--- config.mk ---
export PLATFORM = sky130hd
export DESIGN_NAME = salc_set_mem
export DESIGN_NICKNAME = d
export VERILOG_FILES = /design/src/sv/salc_pkg.sv /design/src/sv/salc_set_mem.sv
export SDC_FILE = /design/constraint.sdc
export NUM_CORES = 1
export LEC_CHECK = 0
export BUFFER_PORTS_ARGS = -buffer_cell sky130_fd_sc_hd__buf_2
export CAP_MARGIN = 10
export CELL_PAD_IN_SITES_DETAIL_PLACEMENT = 0
export CELL_PAD_IN_SITES_GLOBAL_PLACEMENT = 2
export CORE_ASPECT_RATIO = 0.5
export CORE_MARGIN = 2
export CORE_UTILIZATION = 34
export CTS_CLUSTER_SIZE = 16
export DETAILED_ROUTE_END_ITERATION = 8
export GPL_TIMING_DRIVEN = 0
export PLACE_DENSITY = 0.65
export REMOVE_ABC_BUFFERS = 1
export SLEW_MARGIN = 20
export SYNTH_ARGS = -nofsm -noshare
export SYNTH_HDL_FRONTEND = slang
export SYNTH_SLANG_ARGS = --single-unit
--- constraint.sdc ---
create_clock -name clk -period 2.6 [get_ports clk]
set_clock_uncertainty 0.1 [all_clocks]
set_input_delay 0.13 -clock clk [delete_from_list [all_inputs] [get_ports clk]]
set_output_delay 0.13 -clock clk [all_outputs]
set_load 0.02 [all_outputs]
--- src/sv/salc_pkg.sv ---
// Shared types, constants and helpers for the set-associative LRU cache unit.
// No dependencies.
`timescale 1ns / 1ps

package salc_pkg;

    localparam int DEF_MAX_SET_BITS = 6;
    localparam int DEF_MAX_WAYS     = 8;
    localparam int DEF_ADDR_BITS    = 64;
    localparam int TAG_W            = 64;
    localparam int SETIDX_W         = 6;
    localparam int CNT_W            = 32;
    localparam int OUTCOME_W        = 2;
    localparam int CFG_IDX_W        = 2;
    localparam int CFG_DATA_W       = 6;
    localparam int SB_CFG_W         = 3;
    localparam int BB_CFG_W         = 6;
    localparam int WAYS_CFG_W       = 4;

    localparam logic [CFG_IDX_W-1:0] CFG_SET_BITS   = 2'd0;
    localparam logic [CFG_IDX_W-1:0] CFG_BLOCK_BITS = 2'd1;
    localparam logic [CFG_IDX_W-1:0] CFG_WAYS       = 2'd2;

    localparam logic [OUTCOME_W-1:0] OUT_HIT   = 2'd0;
    localparam logic [OUTCOME_W-1:0] OUT_FILL  = 2'd1;
    localparam logic [OUTCOME_W-1:0] OUT_EVICT = 2'd2;

    typedef enum logic [2:0] {
        ST_IDLE   = 3'b001,
        ST_LOOKUP = 3'b010,
        ST_CLEAR  = 3'b100
    } state_t;

    function automatic logic [CNT_W-1:0] sat_inc(input logic [CNT_W-1:0] v);
        sat_inc = (v == '1) ? v : v + 1'b1;
    endfunction

endpackage

--- src/sv/salc_set_mem.sv ---
// Set memory: one row per set holding valid, age and tag of every way.
// Depends on salc_pkg.
`timescale 1ns / 1ps

module salc_set_mem
    import salc_pkg::*;
#(
    parameter int SETS  = 64,
    parameter int ROW_W = 8
)
(
    input  logic                     clk,
    input  logic                     wr_en,
    input  logic [$clog2(SETS)-1:0]  wr_addr,
    input  logic [ROW_W-1:0]         wr_data,
    input  logic [$clog2(SETS)-1:0]  rd_addr,
    output logic [ROW_W-1:0]         rd_data
);

    logic [ROW_W-1:0] mem [SETS];

    always_ff @(posedge clk)
    begin
        if (wr_en)
            mem[wr_addr] <= wr_data;
        rd_data <= mem[rd_addr];
    end

endmodule

======== After elaboration in Yosys (flattened, before gate mapping) ========
Memory sizes are Yosys's and may differ from the RTL's. A register that Yosys moved wholly into a read port is not among the register bits.
Index checks and enable logic that the tools add are counted.
word-level totals
  register bits ........................... 0
  latch bits .............................. 0
  bits in writable memories ............... 512
  ROM bits ................................ 0
  bits of input ports ..................... 22
  output and inout bits ................... 8
  word-level logic and storage cells ...... 3
  memories kept ........................... 1
operators by class
  $add $sub $neg .......................... 0
  multipliers ............................. 0
  divide/modulo/power cells ............... 0
  $lt $le $gt $ge ......................... 0
  eq/ne operators ......................... 0
  shift operators ......................... 0
  multiplexer cells ....................... 2
  bitwise gates (word level) .............. 0
  reductions and logical operators ........ 0
memory list
  name  words  width  read ports  clocked after Yosys merged registers in  wr ports  RTL line            text
  mem   64     8      1           1                                        1         salc_set_mem.sv:20  logic [ROW_W-1:0] mem [SETS];
operators by type and width
  operator           number
  1-bit two-way mux  2

======== Longest topological paths before layout ========
  depth after elaboration ................. 2
  gate-level depth with buffers ........... 9
  depth with buffers taken out ............ 5

======== Worst setup path before layout ========
Ideal clock, no wire load.
  path kind ............................... input port to flip-flop
  start point ............................. input rd_addr[1]
  end point ............................... register rd_data[3] (read register of mem)
  library setup time ...................... 128 ps
  arrival time ............................ 1670 ps
  data required time ...................... 2372 ps
  slack ................................... 702 ps
  stages .................................. 7
  buffers on the path ..................... 3
  cells stage by stage .................... buf_4 buf_2 buf_2 mux4_2 mux4_2 o21ai_1 o41ai_1
RTL lines
  element      RTL line            text
  from (decl)  salc_set_mem.sv:16  input logic [$clog2(SETS)-1:0] rd_addr,
  to (decl)    salc_set_mem.sv:17  output logic [ROW_W-1:0] rd_data

======== Final worst setup path ========
  start point ............................. input wr_addr[2]
  end point ............................... memory mem[37][3], enable pin
RTL lines
  element      RTL line            text
  from (decl)  salc_set_mem.sv:14  input logic [$clog2(SETS)-1:0] wr_addr,
  to (decl)    salc_set_mem.sv:20
Straight into the memory's write port.

==> metrics.md <==
| Metric | Value |
|---|---|
| Status | `complete, no violations` |
| Starting Density | `34.2%` |
| Critical path class | `primary input to flip-flop` |
| Worst EP required | `2.68 ns` |
| Commonest non-fill, non-tap cell in the layout | `edfxtp_1` |
| Slew of the pin with the lowest slew margin | `1.03 ns` |
| Startpoint Class | `primary input` |
| Worst-Skew Late Latency | `0.57 ns` |
| Synth Flop Type | `edfxtp_1` |
| Final period util | `97.4%` |
| Min Tclk post-route | `2.53 ns` |
| Die footprint | `0.0614 sq mm` |
| Iteration-0 DRC Markers | `1100` |
| WP data arrival | `2.62 ns` |
| CP peak stage delay | `0.96 ns` |
| Final #Nets | `1003` |
| Number of synthesized register bits | `520` |
| Sequential Power Share | `53.0%` |
| Fillers | `5268` |
| CTS buffer count | `50` |
| Root buffer cell | `clkbuf_16` |
| Hold WS | `0.0248 ns` |
| Antenna Violating Nets Remaining | `0` |
| Post-route cell area | `0.0229 sq mm` |
| Ranking of synthesized cells by area | `edfxtp_1, mux4_2, nor2_1` |
| Number of antenna diodes | `0` |
| Vias in the first global route | `9827` |
| Hold path start | `wr_data[1]` |
| Post-Syn Area | `0.0202 sq mm` |
| DRT Pass-1 Iters | `5` |
| CP endpoint kind | `flip-flop` |
| Global-route wire length before repair | `67.8 mm` |
| Global Route Usage Sum | `15.2%` |
| Vias per inst | `5.22` |
| Number of synthesized flops with an enable pin | `512` |
| Placed cell area | `0.0211 sq mm` |
| TNS Setup | `0 ns` |
| Die X-Extent | `348 um` |
| Reg-to-reg critical path startpoint | `mem[3][3]` |
| Worst min path class | `primary input to flip-flop` |
| Sequential-to-total area share from yosys stat | `77.0%` |
| Hold Violations, Final | `0` |
| Internal power | `0.0139 W` |
| H-tree levels | `2` |
| Core Util, Final | `38.9%` |
| Most frequent cells in the layout | `edfxtp_1, mux4_2, nor2_1, clkbuf_16, mux2i_1` |
| CTS tree | `done` |
| Area leader, netlist | `edfxtp_1` |
| Grt total ovfl | `0` |
| FMAX | `395 MHz` |
| Crit-path cells | `dlygate4sd3_1, buf_2, nor2b_1, nand3_1, nor2_1` |
| Clock sinks | `520` |
| CP top delay family | `simple AND/OR/NAND/NOR gates` |
| Layout cells sized above 1 | `24.5%` |
| Crit Path Max Fanout | `10` |
| Ys async rst share | `0%` |
| Placed wire-length estimate | `26.3 mm` |
| RSZ-0062 raised after global routing | `true` |
| Number of remaining DRC errors | `0` |
| Final slew viol count | `0` |
| Number of buffers added for setup after CTS | `0` |
| Leak | `7.01 nW` |
| Library cells used by synthesis | `40` |
| Synth top area share | `76.2%` |
| Drt total wl | `46.3 mm` |
| Clk buf depth | `3` |
| CTS clk-pin slew, worst paths | `0.06 ns` |
| Largest net degree at the start of global routing | `65` |
| Peak supply drop | `0.393 mV` |
| Chip height | `176 um` |
| Worst Setup SP | `wr_addr[2]` |
| Worst slew margin | `31.1%` |
| Max-cap viol count | `0` |
| Average cell area after synthesis | `21.5 sq um` |
| Overall Power | `0.0175 W` |
| DR vias | `9404` |
| Switch Pwr | `0.00359 W` |
| RePlAce Congestion | `0.742` |
| Logic pwr share | `5.1%` |
| Syn-to-layout area delta | `13.7%` |
| IO Port Bufs | `29` |
| Cells after synthesis | `940` |
| Initial antenna violation count | `0` |
| Ys Warns | `0` |
| Total power divided by cell area | `765 mW/mm^2` |
| WP buf/inv | `2` |
| Final Setup Violations | `0` |
| Core outline area | `0.0590 sq mm` |
| Routed len/inst | `25.7 um` |
| Switching power share of the total | `20.5%` |
| CP max stage cell | `nor2_1` |
| Clock power share | `41.9%` |
| # rows | `63` |
| # IOs | `30` |
power by group through the flow:
stage / logic [W] / clock network [W] / registers, W
floorplan: 0.000360 / 0 / 0.00949
global placement: 0.000900 / 0 / 0.00947
detailed placement: 0.000889 / 0 / 0.00948
CTS: 0.000915 / 0.00746 / 0.00930
global route: 0.000971 / 0.00779 / 0.00929
finish: 0.000902 / 0.00734 / 0.00929
layout make-up:
| type | instances | area [sq um] | area share [%] |
|---|---|---|---|
| Sequential cell | 520 | 15500 | 67.7 |
| Multi-Input combinational cell | 369 | 4330 | 18.9 |
| Timing Repair Buffer | 40 | 430 | 1.88 |
| Clock inverter | 22 | 229 | 0.998 |
| Clock buffer | 70 | 1430 | 6.24 |
| Tap cell | 780 | 976 | 4.26 |
registers in the layout, indices dropped and copies added, names as in the netlist:
register and flops:
mem 512, rd_data 8
what timing repair did:
action / 4_1_cts / 5_1_grt
setup endpoints to repair: 2 / 7
endpoints found under the hold margin: 8 / 0
hold buffers: 4 / 0
gates cloned: 2 / 1
resized for setup: 0 / 2
worst reg2reg max path: stages (launching register included):
cell	delay (ns)
edfxtp_1	0.36
mux4_2	0.46
nor2b_1	0.15
a2111oi_0	0.82
o41ai_1	0.25
layer usage:
metal / GRT usage, % / wire (um) / vias to the layer above
met4: 3.79 / 872 / 0
met3: 2.54 / 2310 / 60
met1: 21.3 / 20600 / 5079
met5: 0 / 0 / -
met2: 25.1 / 22500 / 248
li1: - / - / 4017
metrics by stage:
stage / instances / worst slack [ns]
floorplan: 889 / 0.816
global placement: 1698 / -3.79
detailed placement: 1702 / -0.815
CTS: 1800 / 0.0427
global route: 1801 / -0.000160
finish: 1801 / 0.0668
worst paths after layout:
kind              slack, ns    endpoint  cells after the start
hold reg to reg        0.79  rd_data[0]                      4
setup reg to reg       0.29  rd_data[3]                      4
setup / recovery       0.07  mem[37][3]                      5
hold / removal         0.02  mem[51][1]                      1
cell families after synthesis:
family / after synthesis / synth area share, %
compound gates: 54 / 2.07
buf+inv: 51 / 1.57
flops: 520 / 77.0
mux: 162 / 15.9
simple gates: 153 / 3.39
synth_stat cells, drive strengths merged, types with 13 or more instances:
cell    number
buf         34
clkbuf      17
edfxtp     512
mux2        13
mux2i       23
mux4       126
nand2       19
nand3       13
nor2        83
nor2b       14
Note: power is estimated with default switching activity, not from simulation.
